**src/rdel_pkg.sv**
```systemverilog
`default_nettype none
package rdel_pkg;

	localparam int unsigned MAX_WORDS_DEF = 1024;
	localparam logic [11:0] MAX_NAME_LEN_RST = 12'd255;

	typedef enum logic [2:0] {
		PH_IDLE,
		PH_VF,
		PH_NAME,
		PH_BM,
		PH_ATTR,
		PH_EOF
	} phase_t;

	typedef enum logic [1:0] {
		VERDICT_COMPLETE,
		VERDICT_TRUNC,
		VERDICT_IOERR
	} verdict_t;

	typedef enum logic [1:0] {
		FIX_NONE,
		FIX_ZERO_TWO,
		FIX_SET_ONE
	} fixup_t;

	// walk state carried from one item to the next
	typedef struct packed {
		phase_t      phase;
		logic [9:0]  wpos;
		logic [10:0] rem;
		logic [10:0] skip;
		logic [10:0] entries;
		logic [9:0]  last_start;
	} rdel_state_t;

	typedef struct packed {
		verdict_t    verdict;
		logic [10:0] count;
		logic [9:0]  offset;
		fixup_t      fixup;
	} rdel_result_t;

endpackage
`default_nettype wire

```
**src/readdir_entry_list_checker_top.sv**
```systemverilog
`default_nettype none
// Channel  Handshake            Payload
// in       in_valid / in_ready  data_word, first_word, total_words
// out      out_valid/out_ready  verdict, entry_count, entry_offset, fixup_kind
// cfg      cfg_we               cfg_wdata (max_name_len)
//
// One item per cycle while no finished result is stalled; out_valid rises once its item
// has passed the input register and the result register has loaded.
// The walk logic between the two registers is a handful of 32-bit compares.
// arst_n clears the walk state and both valid flags; max_name_len returns to 255.
// A stalled result stalls the input register only when the next item also
// finishes a walk; items that give no result keep flowing.
module readdir_entry_list_checker_top import rdel_pkg::*; #(
	parameter int unsigned MAX_WORDS = MAX_WORDS_DEF
) (
	input  wire logic        clk,
	input  wire logic        arst_n,
	input  wire logic        in_valid,
	output logic             in_ready,
	input  wire logic [31:0] data_word,
	input  wire logic        first_word,
	input  wire logic [10:0] total_words,
	output logic             out_valid,
	input  wire logic        out_ready,
	output logic [1:0]       verdict,
	output logic [10:0]      entry_count,
	output logic [9:0]       entry_offset,
	output logic [1:0]       fixup_kind,
	input  wire logic        cfg_we,
	input  wire logic [11:0] cfg_wdata
);

	// input register
	logic        valid_s1;
	logic [31:0] data_word_s1;
	logic        first_word_s1;
	logic [10:0] total_words_s1;

	logic [11:0]  max_name_len_q;
	rdel_state_t  st_q;
	rdel_state_t  st_next;
	logic         res_valid;
	rdel_result_t res;
	rdel_result_t res_q;
	logic         out_valid_q;
	logic         s1_go;

	// advance the input register unless its result would land on a full slot
	assign s1_go    = valid_s1 && (!res_valid || !out_valid_q || out_ready);
	assign in_ready = !valid_s1 || s1_go;

	always_ff @(posedge clk or negedge arst_n) begin
		if (!arst_n) begin
			max_name_len_q <= MAX_NAME_LEN_RST;
		end else if (cfg_we) begin
			max_name_len_q <= cfg_wdata;
		end
	end

	always_ff @(posedge clk or negedge arst_n) begin
		if (!arst_n) begin
			valid_s1 <= 1'b0;
		end else if (in_ready) begin
			valid_s1 <= in_valid;
		end
	end

	// payload: hold while stalled
	always_ff @(posedge clk) begin
		if (in_ready && in_valid) begin
			data_word_s1   <= data_word;
			first_word_s1  <= first_word;
			total_words_s1 <= total_words;
		end
	end

	rdel_step #(
		.MAX_WORDS(MAX_WORDS)
	) u_step (
		.st          (st_q),
		.word        (data_word_s1),
		.first       (first_word_s1),
		.total       (total_words_s1),
		.max_name_len(max_name_len_q),
		.nst         (st_next),
		.res_valid   (res_valid),
		.res         (res)
	);

	// walk state: advance once per processed item
	always_ff @(posedge clk or negedge arst_n) begin
		if (!arst_n) begin
			st_q <= '{phase: PH_IDLE, default: '0};
		end else if (s1_go) begin
			st_q <= st_next;
		end
	end

	// result register: drop when taken, load when a walk finishes
	always_ff @(posedge clk or negedge arst_n) begin
		if (!arst_n) begin
			out_valid_q <= 1'b0;
		end else if (s1_go && res_valid) begin
			out_valid_q <= 1'b1;
		end else if (out_ready) begin
			out_valid_q <= 1'b0;
		end
	end

	always_ff @(posedge clk) begin
		if (s1_go && res_valid) begin
			res_q <= res;
		end
	end

	assign out_valid    = out_valid_q;
	assign verdict      = res_q.verdict;
	assign entry_count  = res_q.count;
	assign entry_offset = res_q.offset;
	assign fixup_kind   = res_q.fixup;

`ifndef SYNTH
	// a finished or idle walk never leaves words to skip
	a_idle_no_skip: assert property (@(posedge clk) disable iff (!arst_n)
		st_q.phase == PH_IDLE |-> st_q.skip == '0)
		else $error("idle walk with pending skip");

	// the empty-list wait is only reached before any entry and off a skip
	a_eof_clean: assert property (@(posedge clk) disable iff (!arst_n)
		st_q.phase == PH_EOF |-> (st_q.entries == '0 && st_q.skip == '0))
		else $error("EOF wait with entries or skip");

	// zeroing fixup only goes with a truncated list that kept entries
	a_fix_trunc: assert property (@(posedge clk) disable iff (!arst_n)
		out_valid && fixup_kind == FIX_ZERO_TWO |->
			(verdict == VERDICT_TRUNC && entry_count != '0))
		else $error("zero fixup without kept entries");
`endif

endmodule
`default_nettype wire

```
**src/rdel_step.sv**
```systemverilog
`default_nettype none
module rdel_step import rdel_pkg::*; #(
	parameter int unsigned MAX_WORDS = MAX_WORDS_DEF
) (
	input  var rdel_state_t  st,
	input  wire logic [31:0] word,
	input  wire logic        first,
	input  wire logic [10:0] total,
	input  wire logic [11:0] max_name_len,
	output var rdel_state_t  nst,
	output logic             res_valid,
	output var rdel_result_t res
);

	localparam logic [16:0] MaxW = 17'(MAX_WORDS);

	logic [10:0] tot;
	logic [32:0] pad_sum;
	logic [30:0] padw;
	logic [31:0] padw_p1;
	logic [31:0] rem_ext;
	logic        go;
	logic        fin;
	logic        past_end;
	verdict_t    fin_verdict;
	fixup_t      fin_fix;

	assign pad_sum = {1'b0, word} + 33'd3;
	assign padw    = pad_sum[32:2];
	assign padw_p1 = {1'b0, padw} + 32'd1;

	always_comb begin
		nst         = st;
		go          = 1'b0;
		fin         = 1'b0;
		past_end    = 1'b0;
		fin_verdict = VERDICT_COMPLETE;
		fin_fix     = FIX_NONE;
		tot         = ({6'b0, total} > MaxW) ? MaxW[10:0] : total;

		if (first) begin
			nst.wpos       = '0;
			nst.skip       = '0;
			nst.entries    = '0;
			nst.last_start = '0;
			if (tot < 11'd2) begin
				nst.rem     = '0;
				fin         = 1'b1;
				fin_verdict = VERDICT_IOERR;
			end else begin
				nst.rem   = tot - 11'd1;
				nst.phase = PH_VF;
				go        = 1'b1;
			end
		end else if (st.phase != PH_IDLE) begin
			nst.wpos = st.wpos + 10'd1;
			if (st.rem != '0)
				nst.rem = st.rem - 11'd1;
			go = 1'b1;
		end

		rem_ext = {21'b0, nst.rem};

		if (go) begin
			if (nst.phase != PH_EOF && nst.skip != '0) begin
				nst.skip = nst.skip - 11'd1;
			end else begin
				unique case (nst.phase)
					PH_VF: begin
						if (word == '0) begin
							if (nst.entries != '0)
								fin = 1'b1;
							else
								nst.phase = PH_EOF;
						end else if (nst.rem < 11'd3) begin
							past_end = 1'b1;
						end else begin
							nst.skip  = 11'd2;
							nst.phase = PH_NAME;
						end
					end
					PH_NAME: begin
						if (word > {20'b0, max_name_len}) begin
							fin         = 1'b1;
							fin_verdict = VERDICT_IOERR;
						end else if ({1'b0, padw} >= rem_ext) begin
							past_end = 1'b1;
						end else begin
							nst.skip  = padw[10:0];
							nst.phase = PH_BM;
						end
					end
					PH_BM: begin
						if (word >= rem_ext) begin
							past_end = 1'b1;
						end else begin
							nst.skip  = word[10:0];
							nst.phase = PH_ATTR;
						end
					end
					PH_ATTR: begin
						if (padw_p1 >= rem_ext) begin
							past_end = 1'b1;
						end else begin
							nst.entries    = nst.entries + 11'd1;
							nst.last_start = nst.wpos + 10'd1 + padw[9:0];
							nst.skip       = padw[10:0];
							nst.phase      = PH_VF;
						end
					end
					PH_EOF: begin
						fin     = 1'b1;
						fin_fix = (word == '0) ? FIX_SET_ONE : FIX_NONE;
					end
					default: ;
				endcase
			end
		end

		// a length past the end keeps what was accepted so far
		if (past_end) begin
			fin = 1'b1;
			if (nst.entries != '0) begin
				fin_verdict = VERDICT_TRUNC;
				fin_fix     = FIX_ZERO_TWO;
			end else begin
				fin_verdict = VERDICT_IOERR;
			end
		end

		if (fin)
			nst.phase = PH_IDLE;

		res_valid   = fin;
		res.verdict = fin_verdict;
		res.count   = nst.entries;
		res.offset  = nst.last_start;
		res.fixup   = fin_fix;
	end

endmodule
`default_nettype wire

```
**config.mk**
```make
export PLATFORM = sky130hd
export DESIGN_NAME = readdir_entry_list_checker_top
export DESIGN_NICKNAME = d
export VERILOG_FILES = /design/src/rdel_pkg.sv /design/src/readdir_entry_list_checker_top.sv /design/src/rdel_step.sv
export SDC_FILE = /design/constraint.sdc
export NUM_CORES = 1
export LEC_CHECK = 0
export ABC_AREA = 1
export CAP_MARGIN = 10
export CORE_UTILIZATION = 50
export DETAILED_ROUTE_END_ITERATION = 10
export DONT_BUFFER_PORTS = 1
export PLACE_DENSITY = 0.69
export SYNTH_ARGS = -nofsm -noshare
export SYNTH_HDL_FRONTEND = slang
export SYNTH_SLANG_ARGS = --single-unit
```
**constraint.sdc**
```tcl
create_clock -name clk -period 5.35 [get_ports clk]
set_clock_uncertainty 0.05 [all_clocks]
set_input_delay 0.8025 -clock clk [delete_from_list [all_inputs] [get_ports clk]]
set_output_delay 0.8025 -clock clk [all_outputs]
set_load 0.01 [all_outputs]
```
== Word level (Yosys, flattened, before mapping) ==
Cells that the tools add are included.
W data, S select, Z words.

* Flip-flop bits (word level): 139
* Bits in latches: 0
* Bits in writable memories: 0
* ROM bits: 0
* Bits of input ports: 61
* Output and inout bits: 27
* Logic and storage cells: 122
* Memories: 0

* Add/sub/neg operators: 9
* $mul: 0
* Div/mod/pow operators: 0
* $lt $le $gt $ge: 7
* Equal/unequal tests: 6
* Shift-type cells: 0
* Multiplexer cells: 67
* Bitwise logic cells: 0
* Reduce and logical (&&, ||, !) cells: 17

{| class="wikitable"
|+ Operators with widths
! cell !! number
|-
| $mux W11 || 9
|-
| $mux W32 || 3
|-
| $mux W21 || 4
|-
| $ge A32 B11 Y1 || 2
|-
| $pmux W11 S4 || 1
|-
| $reduce_bool A11 Y1 || 4
|-
| $mux W3 || 12
|-
| $add A32 B2 Y33 const B || 1
|-
| $sub A11 B1 Y11 const B || 3
|-
| $add A31 B1 Y32 const B || 1
|-
| $gt A32 B12 Y1 || 1
|-
| $logic_not A32 Y1 || 1
|-
| $ge A31 B11 Y1 || 1
|-
| $mux W2 || 14
|-
| $lt A11 B2 Y1 const B || 2
|-
| $mux W1 || 21
|-
| $add A10 B1 Y10 const B || 2
|-
| $pmux W3 S4 || 1
|-
| $add A11 B1 Y11 const B || 1
|-
| $gt A11 B11 Y1 const B || 1
|-
| $add A10 B10 Y10 || 1
|-
| $eq A3 B2 Y1 const B || 2
|-
| $eq A3 B3 Y1 const B || 2
|-
| $logic_and A1 B1 Y1 || 4
|-
| 8 further kinds || 12
|}

== Longest topological paths before layout ==
Gate-level depths: netlist of run 1.

* Depth after elaboration: 18
* Depth in mapped cells: 38
* Depth with buffers taken out: 38

== By module ==
From an unflattened synthesis of run 1, not the netlist that was laid out.

* Cells, all modules: 1718
* Area total of the unflattened synthesis: 11562.3 um2

{| class="wikitable"
|+ Modules (own cells, without submodules)
! module !! times used !! cells an instance !! area each (um2) !! sequential area each (um2)
|-
| rdel_step || 1 || 1343 || 6676.4 || 0.0
|-
| readdir_entry_list_checker_top || 1 || 375 || 4885.9 || 3833.7
|}

== Worst setup path before layout of run 1 ==
No wires, ideal clock.

* Path kind: register to register
* Start: register total_words_s1[2]
* End: register data_word_s1[0] (enable)
* Library setup time: 0.398 ns
* Data arrival time: 5.046 ns
* Data required time: 4.902 ns
* Slack: -0.145 ns
* Cell stages (with the launch flop): 34
* Path buffers: 1
* Period minus slack after synthesis: 5.495 ns
* Cell sequence: edfxtp_1 > nor2_1 > nand4_1 > o21ai_1 > nand2_1 > nand3b_1 > nor2_1 > nor2_1 > buf_2 > inv_1 > o21ai_0 > inv_1 > ha_1 > nand2_1 > inv_1 > nand3_1 > nor2_1 > nor3_1 > nand3_1 > nand2_1 > nand2_1 > nand2_1 > nand2_1 > a21oi_1 > nand4_1 > nor2_1 > nand3_2 > nand2_2 > nand2_2 > o21ai_4 > nand3_4 > nand3_1 > nand2_1 > inv_1

* Word-level cells in the longest chain between the ends: 18
* Elaborated cells on any way between the ends: 45
* Classes of those cells: 1 x add/sub; 6 x order compare; 6 x eq/ne; 25 x mux; 7 x reduce/logical

{| class="wikitable"
|+ Ends and longest elaborated chain
! item !! line !! text
|-
| from (decl) || readdir_entry_list_checker_top.sv:37 || <nowiki>logic [10:0] total_words_s1;</nowiki>
|-
| from (signal assigned) || readdir_entry_list_checker_top.sv:73 || <nowiki>total_words_s1 <= total_words;</nowiki>
|-
| $gt A11 B11 Y1 || rdel_step.sv:39 || <nowiki>tot = ({6'b0, total} > MaxW) ? MaxW[10:0] : total;</nowiki>
|-
| $mux W11 * || rdel_step.sv:39 ||
|-
| $sub A11 B1 Y11 / $lt A11 B2 Y1 (equally long branches) || rdel_step.sv:51, rdel_step.sv:46 ||
|-
| $mux W11 || rdel_step.sv:46 || <nowiki>if (tot < 11'd2) begin</nowiki>
|-
| $mux W21 || rdel_step.sv:41 || <nowiki>if (first) begin</nowiki>
|-
| $ge A31 B11 Y1 / $lt A11 B2 Y1 (equally long branches) || rdel_step.sv:86, rdel_step.sv:75 ||
|-
| $mux W1, on equally long branches || rdel_step.sv:86, rdel_step.sv:75 ||
|-
| $mux W1, on equally long branches || rdel_step.sv:83, rdel_step.sv:70 ||
|-
| [... 2 more ...] || -- ||
|-
| $mux W1 || rdel_step.sv:64 || <nowiki>if (go) begin</nowiki>
|-
| $mux W1 * || rdel_step.sv:121 || <nowiki>if (past_end) begin</nowiki>
|-
| $logic_not A1 Y1 * || readdir_entry_list_checker_top.sv:49 || <nowiki>assign s1_go = valid_s1 && (!res_valid || !out_valid_q || out_ready);</nowiki>
|-
| $logic_or A1 B1 Y1 * (2 in series) || readdir_entry_list_checker_top.sv:49 ||
|-
| $logic_and A1 B1 Y1 * || readdir_entry_list_checker_top.sv:49 ||
|-
| $logic_or A1 B1 Y1 * || readdir_entry_list_checker_top.sv:50 || <nowiki>assign in_ready = !valid_s1 || s1_go;</nowiki>
|-
| net in_ready || readdir_entry_list_checker_top.sv:19 || <nowiki>output logic in_ready,</nowiki>
|-
| $logic_and A1 B1 Y1 * || readdir_entry_list_checker_top.sv:70 || <nowiki>if (in_ready && in_valid) begin</nowiki>
|-
| to (signal assigned) || readdir_entry_list_checker_top.sv:71 || <nowiki>data_word_s1 <= data_word;</nowiki>
|-
| to (decl) || readdir_entry_list_checker_top.sv:35 || <nowiki>logic [31:0] data_word_s1;</nowiki>
|}

The timed path passes the listed nets; every way through them passes the cells marked *.
A chain may end at the register's enable or synchronous reset.

== Worst setup path after layout of run 1 ==
* Start: register total_words_s1[4]
* End: output port in_ready

* Word-level cells in the longest chain between the ends: 17
* Elaborated cells on any way between the ends: 44
* Classes of those cells: 1 x add/sub; 6 x order compare; 6 x eq/ne; 25 x mux; 6 x reduce/logical

{| class="wikitable"
|+ Ends and longest elaborated chain
! item !! line !! text
|-
| $gt A11 B11 Y1 || rdel_step.sv:39 ||
|-
| $mux W11 * || rdel_step.sv:39 ||
|-
| $sub A11 B1 Y11 / $lt A11 B2 Y1 (equally long branches) || rdel_step.sv:51, rdel_step.sv:46 ||
|-
| $mux W11 || rdel_step.sv:46 ||
|-
| $mux W21 || rdel_step.sv:41 ||
|-
| $ge A31 B11 Y1 / $lt A11 B2 Y1 (equally long branches) || rdel_step.sv:86, rdel_step.sv:75 ||
|-
| $mux W1, on equally long branches || rdel_step.sv:86, rdel_step.sv:75 ||
|-
| $mux W1, on equally long branches || rdel_step.sv:83, rdel_step.sv:70 ||
|-
| $pmux W1 S4 || rdel_step.sv:68 || <nowiki>unique case (nst.phase)</nowiki>
|-
| $mux W1 || rdel_step.sv:65 || <nowiki>if (nst.phase != PH_EOF && nst.skip != '0) begin</nowiki>
|-
| $mux W1 || rdel_step.sv:64 ||
|-
| $mux W1 * || rdel_step.sv:121 ||
|-
| $logic_not A1 Y1 * || readdir_entry_list_checker_top.sv:49 ||
|-
| $logic_or A1 B1 Y1 * (2 in series) || readdir_entry_list_checker_top.sv:49 ||
|-
| $logic_and A1 B1 Y1 * || readdir_entry_list_checker_top.sv:49 ||
|-
| $logic_or A1 B1 Y1 * || readdir_entry_list_checker_top.sv:50 ||
|-
| to (decl) || readdir_entry_list_checker_top.sv:19 ||
|}

Mark *: on every way between the ends. The rest lies on a longest branch, timed or not.

==> results.yml, run 1 <==
status:
  status: "finished, final reports clean"
sta:
  tightest_slew_ns: 0.949
  slew_headroom_pct: 36.5
  timing.final.crit_share_pct: 98.3
  fin_setup_tns_ns: 0
  max_freq_mhz: 190
  layout_min_cycle_time_ns: 5.26
  hold_viol: 0
  slew_violations: 0
  holdWs_ns: 0.0129
  finalSetupViolations: 0
  rsz0062_at_grt: "true"
route:
  wire_per_inst_um: 16.6
  route.detailed.drc: 0
  via_count: 11560
  drt-total-wl_mm: 34.4
  drt_iter0_drc: 998
  ant_nets: 0
  drtPass1Iterations: 6
  via_per_inst: 5.57
cts:
  clockBufferDepth: 2
  numCtsBuffers: 17
  cts_root_buf: "clkbuf_16"
  clk_latency_ns: 0.44
  clkSlewWorstSetupHoldPaths_ns: 0.07
  clock_sinks: 138
  cts_htree_levels: 4
  cts_tree: "yes"
critical_path:
  cp.required_ns: 4.50
  endpoint_kind: "output port"
  path_class: "register to output port"
  start_kind: "register"
  crit_fanout: 6
  worst_path_max_delay_cell: "edfxtp_1"
  path_buf_inv: 3
  rrSetupSlack_ns: 0.29
  critical_path_arrival_ns: 4.40
  cp_top_family: "simple AND/OR/NAND/NOR gates"
  critical-path-max-stage-delay_ns: 0.46
finish:
  drive_above_1_share_pct: 13.2
  fillers: 2168
  fin_area_sq_um: 13100
  diodes: 0
  area_growth_pct: 14.3
  final_nets: 1897
floorplan:
  io_pins: 88
  initial_utilization_pct: 50.7
  fp.coreArea_sq_um: 22600
  die_h_um: 153
  dieArea_sq_um: 23500
  rows: 55
  die_w_um: 153
global_routing:
  grt_remaining_overflow: 0
  grt_pass1_wl_mm: 53.4
  grt_antenna_before_repair: 0
  grtUsageTotal_pct: 29.0
  grt_pass1_vias: 10537
  grt_max_degree: 53
power:
  ir_drop_uv: 166
  fin_total_pwr_uw: 3990
  comb_power_share_pct: 37.3
  p_clk_share_pct: 29.4
  p_leak_uw: 0.00625
  power_switching_uw: 1610
  power.internal_uw: 2370
  power.density_nw_per_um2: 304
  seqPwrFrac_pct: 33.3
  swShare_pct: 40.5
place:
  dpl.hpwl_mm: 26.0
  gp_congestion: 0.974
  dpl-instance-area_sq_um: 12000
  io_buffers: 0
synth:
  netlist_instances: 1728
  synth_compound_area_share_pct: 9.10
  synthMuxAreaShare_pct: 0.0983
  synth-simple-area-share_pct: 38.6
  synth_seq_cells: 138
  ys_warn_count: 0
  synth_edf_count: 68
  ys_seq_area_share_pct: 33.2
  synth_top_family_by_area: "simple AND/OR/NAND/NOR gates"
  syn_area_per_cell_sq_um: 6.63
  yosys.area_share.adder_pct: 6.29
  ys.flop_type: "edfxtp_1"
  synthDistinctLibCells: 46
  synth_xor_area_share_pct: 2.91
  syn_area_sq_um: 11500
  syn-num-nets: 1846
  synthArstFlopShare_pct: 50.7
hold_path:
  hp-class: "primary input to asynchronous set/reset pin"
job:
  drv_cap: 0
[worst paths after layout]
kind                                   start                 to  cells after the start
max                        total_words_s1[4]           in_ready                     30
min                                   arst_n            st_q[1]                      0
max reg2reg                total_words_s1[4]         verdict[0]                     35
min reg2reg                         st_q[29]           st_q[29]                      2
max in group asynchronous             arst_n           st_q[43]                      1
min in group clk                      cfg_we  max_name_len_q[1]                      1
[power by group through the flow]
stage	Clock [uW]	Sequential [uW]	Combinational (uW)
6_report	1170	1330	1490
5_1_grt	1220	1340	1650
4_1_cts	1190	1320	1330
3_5_place_dp	0	1340	1310
3_3_place_gp	0	1340	1290
2_1_floorplan	0	1320	964
[metrics by stage]
step	cells	utilization, %	setup slack, ns
floorplan	1728	-	0.187
global placement	2016	52.9	0.188
detailed placement	2016	52.9	0.0742
CTS	2053	55.8	0.0161
global route	2077	58.0	-0.184
finish	2077	58.0	0.0929
[what timing repair did]
action | 4_1_cts | 5_1_grt
endpoints found under the setup margin | 1 | 117
gates resized for setup | 14 | 83
pin swaps | 5 | 40
hold buffers | 1 | 2
buffers inserted | 4 | 22
endpoints found under the hold margin | 19 | 26
[registers in the layout, indices dropped and copies added, names as in the netlist, 2 cells and up]
signal	count
st_q	56
data_word_s1	32
max_name_len_q	12
entry_count	11
total_words_s1	11
entry_offset	10
verdict	2
[cell type report]
class                      count  area [sq um]  area share (%)
sequential                   138          3800            29.0
timing repair buffer          67           557            4.25
tap                          285           357            2.72
clock buffer                  17           425            3.25
inverter                     253           963            7.36
clock inverter                15           145            1.11
multi-input combinational   1302          6850            52.3
[logic make-up (layout without fill, tap and decap cells)]
logic type      count (synthesis)  in the layout
compound gates                188            188
xor+xnor                       38             38
flops                         138            138
buf+inv                       288            352
simple gates                 1018           1018
mux                             1              1
fa+ha+maj                      57             57
[layout by cell type, fill, tap and decap left out, types with 10 or more instances in the layout]
| cell type | netlist | routed |
|---|---|---|
| nand3_2 | 6 | 11 |
| nor2_1 | 218 | 208 |
| ha_1 | 56 | 47 |
| inv_1 | 243 | 228 |
| nor4_1 | 15 | 14 |
| o21ai_0 | 65 | 54 |
| inv_2 | 9 | 20 |
| nor2_2 | 13 | 22 |
| clkbuf_16 | 0 | 17 |
| buf_4 | 5 | 59 |
| xor2_1 | 33 | 31 |
| nand3_1 | 146 | 140 |
| nand4_1 | 42 | 42 |
| nand3b_1 | 10 | 10 |
| nor3_1 | 31 | 28 |
| o211ai_1 | 10 | 10 |
| nand2_2 | 12 | 33 |
| nand2_1 | 513 | 490 |
| o21ai_1 | 46 | 50 |
| edfxtp_1 | 68 | 68 |
| dfrtp_1 | 62 | 62 |
| a21oi_1 | 46 | 45 |
[per-layer routing]
layer  vias to the layer above  track usage, %  routed length, um
li1                       5713               -                  -
met1                      5269            36.8              14600
met2                       482            48.4              16000
met3                        96            5.59               2530
met4                         0            12.0               1350
met5                         -               0                  0
[cells in the mapped netlist, drive strengths merged (3+ instances only)]
cell	instances	area [sq um]
a21o	3	22.5
a21oi	46	230
buf	16	105
clkbuf	19	71.3
dfrtp	62	1550
dfstp	8	210
edfxtp	68	2040
ha	56	701
inv	252	946
nand2	526	2010
nand3	153	808
nand3b	10	75.1
nand4	42	263
nor2	237	985
nor3	31	155
nor4	15	93.8
o211ai	10	75.1
o21ai	112	572
o21bai	7	52.6
xnor2	5	43.8
xor2	33	289
No activity file was read; power rests on OpenSTA's default activity.
==> inputs of run 2 (changes only) <==
--- a/config.mk
+++ b/config.mk
@@ -8,9 +8,11 @@
 export ABC_AREA = 1
 export CAP_MARGIN = 10
 export CORE_UTILIZATION = 50
+export CTS_CLUSTER_SIZE = 20
 export DETAILED_ROUTE_END_ITERATION = 10
 export DONT_BUFFER_PORTS = 1
 export PLACE_DENSITY = 0.69
 export SYNTH_ARGS = -nofsm -noshare
 export SYNTH_HDL_FRONTEND = slang
+export SYNTH_HIERARCHICAL = 1
 export SYNTH_SLANG_ARGS = --single-unit
==> results.yml, run 2 <==
place:
  dpl-instance-area_sq_um: 11800
  gp_congestion: 0.985
  dpl.hpwl_mm: 25.0
  io_buffers: 0
power:
  ir_drop_uv: 201
  power.density_nw_per_um2: 314
  p_leak_uw: 0.00631
  comb_power_share_pct: 34.9
  p_clk_share_pct: 31.5
  swShare_pct: 38.0
  power.internal_uw: 2470
  seqPwrFrac_pct: 33.6
  power_switching_uw: 1510
sta:
  max_freq_mhz: 190
  fin_setup_tns_ns: 0
  tightest_slew_ns: 0.705
  timing.final.crit_share_pct: 98.6
  slew_violations: 0
  slew_headroom_pct: 53.0
  hold_viol: 0
  finalSetupViolations: 0
  layout_min_cycle_time_ns: 5.28
  rsz0062_at_grt: "true"
critical_path:
  critical_path_arrival_ns: 4.42
  path_class: "register to output port"
  reg2regPathDepth: 32
  endpoint_kind: "output port"
  crit_fanout: 6
  start_kind: "register"
  critical-path-max-stage-delay_ns: 0.51
  worst_path_max_delay_cell: "edfxtp_1"
  cp_common_cell: "nand2_1"
  cp.required_ns: 4.50
floorplan:
  die_h_um: 154
  fp.coreArea_sq_um: 22600
  initial_utilization_pct: 51.1
  rows: 55
  dieArea_sq_um: 23700
  die_w_um: 154
  io_pins: 88
global_routing:
  grt_max_degree: 71
  grt_remaining_overflow: 0
  grt_antenna_before_repair: 0
  grt_pass1_wl_mm: 53.5
  grt_pass1_vias: 10342
  grtUsageTotal_pct: 28.7
finish:
  final_nets: 1845
  largest-register: "st_q"
  reg_top3: "st_q x56, data_word_s1 x32, max_name_len_q x12"
  area_growth_pct: 9.75
  final_common_cell: "nand2_1"
  fillers: 2172
  final_cell_mix: "527 x nand2_1, 215 x inv_1, 173 x nor2_1"
  diodes: 0
  largest_reg_flops: 56
  fin_area_sq_um: 12700
  drive_above_1_share_pct: 10.9
  final_core_util_pct: 56.0
synth:
  ys_seq_area_share_pct: 33.2
  synth_edf_count: 69
  synthArstFlopShare_pct: 50.4
  syn_area_sq_um: 11600
  yosysTopAreaCell: "edfxtp_1"
  ys.flop_type: "edfxtp_1"
  netlist_instances: 1718
  yosys-top-cells-count: "537 x nand2_1, 230 x inv_1, 183 x nor2_1"
  synthDistinctLibCells: 50
  syn_area_per_cell_sq_um: 6.73
  yosysMostFrequentCell: "nand2_1"
  synth_seq_cells: 139
  ys_warn_count: 6
  yosysTopAreaCellShare_pct: 17.9
  syn-num-nets: 1842
  synthTopCellsByArea: "edfxtp_1 18%, nand2_1 17%, dfrtp_1 13%, inv_1 7.5%, nand3_1 7.3%"
hold_path:
  hp-class: "primary input to asynchronous set/reset pin"
cts:
  postCtsHoldBufs: 0
  numCtsBuffers: 17
  cts_root_buf: "clkbuf_16"
  cts_tree: "yes"
  clkSlewWorstSetupHoldPaths_ns: 0.07
  clockBufferDepth: 2
  cts_htree_levels: 4
  clock_sinks: 139
  clk_latency_ns: 0.43
route:
  drt_iter0_drc: 779
  drtPass1Iterations: 7
  via_per_inst: 5.51
  via_count: 11115
  wire_per_inst_um: 16.4
  wl_met2_mm: 15.5
  ant_nets: 0
  drt-total-wl_mm: 33.1
  met1_length_mm: 14.7
  topRoutingLayerUsed: "met4"
  route.detailed.drc: 0
  met3_length_mm: 1.96
job:
  drv_cap: 0
status:
  status: "finished, final reports clean"
[run 2: changes by cell type after synthesis, sizes merged, moves of 5 or more]
| cell | before | now |
|---|---|---|
| xnor2 | 5 | 11 |
| nand3 | 153 | 177 |
| nor2 | 237 | 205 |
| o21ai | 112 | 87 |
| o211ai | 10 | 5 |
| xor2 | 33 | 19 |
| nor3 | 31 | 21 |
| nand2 | 526 | 551 |
| buf | 16 | 42 |
| o22ai | 0 | 7 |
| inv | 252 | 235 |
| ha | 56 | 62 |
[run 2: final cells by class]
type	count	area, sq um	area share (%)
clock buffers	17	425	3.35
clock inverters	15	186	1.47
inverters	239	906	7.14
multi-input cells	1282	6630	52.2
flip-flops and latches	139	3830	30.2
well taps	285	357	2.81
repair buffers	42	354	2.79
[run 2: worst paths after layout]
kind / startpoint / to / slack (ns)
min reg2reg: st_q[51] / st_q[51] / 0.42
min in group clk: cfg_we / max_name_len_q[1] / 0.39
min: arst_n / st_q[14] / 0.01
max in group asynchronous: arst_n / max_name_len_q[0] / 5.03
max: data_word_s1[6] / in_ready / 0.07
max reg2reg: data_word_s1[6] / total_words_s1[7] / 0.46
[run 2: worst max-delay path, delay by kind of cell, from the launching register on]
family | cells | cell delay, ns
compound gates | 4 | 0.53
xor+xnor | 1 | 0.19
fa+ha+maj | 1 | 0.24
buf+inv | 2 | 0.09
flops | 1 | 0.51
simple gates | 21 | 2.42
[run 2: power by group through the flow]
stage          sequential, uW  combinational (uW)  clock (uW)
2_1_floorplan            1330                 960           0
3_3_place_gp             1350                1280           0
3_5_place_dp             1350                1290           0
4_1_cts                  1330                1320        1280
5_1_grt                  1350                1570        1310
6_report                 1340                1390        1260
[run 2: metrics by stage]
step / power (uW) / instances / hold slack (ns) / worst slack (ns)
6_report: 3980 / 2019 / 0.0150 / 0.0741
5_1_grt: 4240 / 2019 / 0.00362 / -0.251
4_1_cts: 3930 / 2006 / 0.00286 / 0.00787
3_5_place_dp: 2650 / 1970 / 0.409 / 0.00346
3_3_place_gp: 2630 / 1970 / 0.404 / 0.139
2_1_floorplan: 2290 / 1718 / 0.392 / 0.143
[run 2: logic make-up after synthesis]
| logic type | count (synthesis) | synth area share [%] |
|---|---|---|
| XOR/XNOR | 30 | 2.27 |
| flip-flops | 139 | 33.2 |
| AO/OA/AOI/OAI | 163 | 7.69 |
| adder cells (fa/ha/maj) | 63 | 6.88 |
| buffers and inverters | 297 | 11.0 |
| AND/OR/NAND/NOR | 1026 | 39.0 |
[run 2: per-layer routing]
metal  vias to the layer above  track usage [%]
met5                         -                0
met1                      5090             38.4
li1                       5554                -
met2                       413             47.4
met4                         0             9.81
met3                        58             4.26
[run 2: repair_timing]
action / CTS / global route
hold endpoints to repair: 0 / 0
setup endpoints to repair: 35 / 47
pin swaps: 2 / 17
setup buffers: 4 / 12
cloned: 0 / 1
resized for setup: 19 / 47
==> inputs of run 3 (changes only) <==
--- a/config.mk
+++ b/config.mk
@@ -7,11 +7,11 @@
 export LEC_CHECK = 0
 export ABC_AREA = 1
 export CAP_MARGIN = 10
-export CORE_UTILIZATION = 50
+export CORE_UTILIZATION = 45
 export CTS_CLUSTER_SIZE = 20
 export DETAILED_ROUTE_END_ITERATION = 10
 export DONT_BUFFER_PORTS = 1
-export PLACE_DENSITY = 0.69
+export PLACE_DENSITY = 0.63
 export SYNTH_ARGS = -nofsm -noshare
 export SYNTH_HDL_FRONTEND = slang
 export SYNTH_HIERARCHICAL = 1
==> results.yml, run 3 (synthesized netlist as in run 2, its figures left out) <==
power:
  ir_drop_uv: 189
  p_leak_uw: 0.00655
  swShare_pct: 37.9
  power.internal_uw: 2560
  power.density_nw_per_um2: 312
  seqPwrFrac_pct: 32.4
  comb_power_share_pct: 36.9
  p_clk_share_pct: 30.7
  fin_total_pwr_uw: 4120
  power_switching_uw: 1560
place:
  dpl.hpwl_mm: 25.9
  dpl-instance-area_sq_um: 11900
  io_buffers: 0
  gp_congestion: 0.978
  dp_slack_ns: 0.0441
sta:
  finalSetupViolations: 1
  hold_viol: 0
  tightest_slew_ns: 0.710
  timing.final.crit_share_pct: 103
  rsz0062_at_grt: "true"
  layout_min_cycle_time_ns: 5.49
  slew_violations: 0
  slew_headroom_pct: 52.7
  timing.final.ws_setup_ns: -0.135
  max_freq_mhz: 182
finish:
  diodes: 0
  drive_above_1_share_pct: 14.0
  final_nets: 1891
  final_cell_mix: "518 x nand2_1, 219 x inv_1, 171 x nor2_1"
  largest_reg_flops: 56
  ff_latch_area_sq_um: 3840
  fin_area_sq_um: 13200
  area_growth_pct: 14.3
  largest-register: "st_q"
  multiInputGateArea_sq_um: 6730
  final_common_cell: "nand2_1"
  reg_top3: "st_q x56, data_word_s1 x32, max_name_len_q x12"
  fillers: 2459
cts:
  cts_root_buf: "clkbuf_16"
  cts_tree: "yes"
  clockBufferDepth: 2
  cts_htree_levels: 4
  clk_latency_ns: 0.44
  clock_sinks: 139
  clkSlewWorstSetupHoldPaths_ns: 0.07
  numCtsBuffers: 17
floorplan:
  die_w_um: 162
  dieArea_sq_um: 26300
  io_pins: 88
  rows: 58
  fp.coreArea_sq_um: 25200
  initial_utilization_pct: 45.9
  die_h_um: 162
critical_path:
  regToRegStartpoint: "total_words_s1[7]"
  critical_path_arrival_ns: 4.63
  cp_common_cell: "nand2_1"
  critical-path-max-stage-delay_ns: 0.43
  path_class: "register to output port"
  crit_fanout: 8
  worst_path_max_delay_cell: "edfxtp_1"
  cp.required_ns: 4.50
  reg2regPathDepth: 39
  rrSetupSlack_ns: 0.15
  crit-reg2reg-capture: "fixup_kind[0]"
  endpoint_kind: "output port"
  start_kind: "register"
route:
  via_count: 11314
  drt-total-wl_mm: 34.7
  drt_iter0_drc: 796
  wire_per_inst_um: 16.4
  ant_nets: 0
  wl_met2_mm: 16.7
  met3_length_mm: 1.78
  met1_length_mm: 15.5
  via_per_inst: 5.36
  route.detailed.drc: 0
  topRoutingLayerUsed: "met4"
  drtPass1Iterations: 5
global_routing:
  grt_remaining_overflow: 0
  grt_pass1_vias: 10332
  grt_antenna_before_repair: 0
  grt_pass1_wl_mm: 54.8
  grtUsageTotal_pct: 26.7
  grt_max_degree: 63
status:
  status: "complete, but fails checks"
  violations: "setup timing"
hold_path:
  hp-class: "primary input to asynchronous set/reset pin"
job:
  drv_cap: 0
## run 3: cell count changes in the layout (fill, tap and decap cells not counted), sizes merged
cell	before	now
dlygate4sd3	0	2
clkinv	8	7
clkinvlp	2	4
buf	42	86
inv	241	240
## run 3: cell type report
| cell class | instances | area share (%) |
|---|---|---|
| flip-flops and latches | 139 | 29.0 |
| well taps | 330 | 3.12 |
| clock inverters | 15 | 1.41 |
| repair buffers | 88 | 5.47 |
| multi-input cells | 1282 | 50.9 |
| clock buffers | 17 | 3.22 |
| inverters | 239 | 6.85 |
## run 3: power groups by stage
stage	Combinational [uW]	Clock [uW]	Sequential [uW]
final	1520	1270	1330
after global routing	1690	1330	1350
after CTS	1390	1290	1330
after detailed placement	1320	0	1350
after global placement	1310	0	1350
after floorplan	960	0	1330
## run 3: metrics by stage
stage          utilization [%]  cells  hold WS, ns  TNS, ns
2_1_floorplan                -   1718        0.392        0
3_3_place_gp              47.3   2027        0.403        0
3_5_place_dp              47.3   2027        0.409        0
4_1_cts                   50.8   2081      0.00141        0
5_1_grt                   52.5   2110      0.00179   -0.509
6_report                  52.5   2110       0.0225   -0.135
## run 3: worst max-delay path: cells and delay by family (launching register included)
family | cells | cell delay, ns
flip-flops | 1 | 0.43
adder cells (fa/ha/maj) | 2 | 0.45
AND/OR/NAND/NOR | 21 | 1.89
buffers and inverters | 3 | 0.35
XOR/XNOR | 1 | 0.14
AO/OA/AOI/OAI | 6 | 0.93
## run 3: timing repair
item | 4_1_cts | 5_1_grt
hold buffers | 1 | 1
hold endpoints to repair | 9 | 6
gates resized for setup | 30 | 59
pin swaps | 9 | 40
setup endpoints to repair | 1 | 104
buffers inserted | 21 | 28
## run 3: worst max-delay path by stage
stage | from | to | slack (ns) | cells after the start
finish | total_words_s1[7] | in_ready | -0.14 | 33
global route | total_words_s1[7] | in_ready | -0.38 | 33
floorplan | total_words_s1[2] | data_word_s1[0] | 0.14 | 35
CTS | total_words_s1[7] | in_ready | 0.005 | 34
global placement | data_word_s1[1] | in_ready | 0.19 | 32
detailed placement | total_words_s1[7] | in_ready | 0.04 | 34
## run 3: routing by layer
| layer | up-vias | GRT usage, % |
|---|---|---|
| met5 | - | 0 |
| met4 | 0 | 7.85 |
| met3 | 46 | 3.37 |
| met2 | 355 | 44.4 |
| met1 | 5262 | 36.0 |
| li1 | 5651 | - |
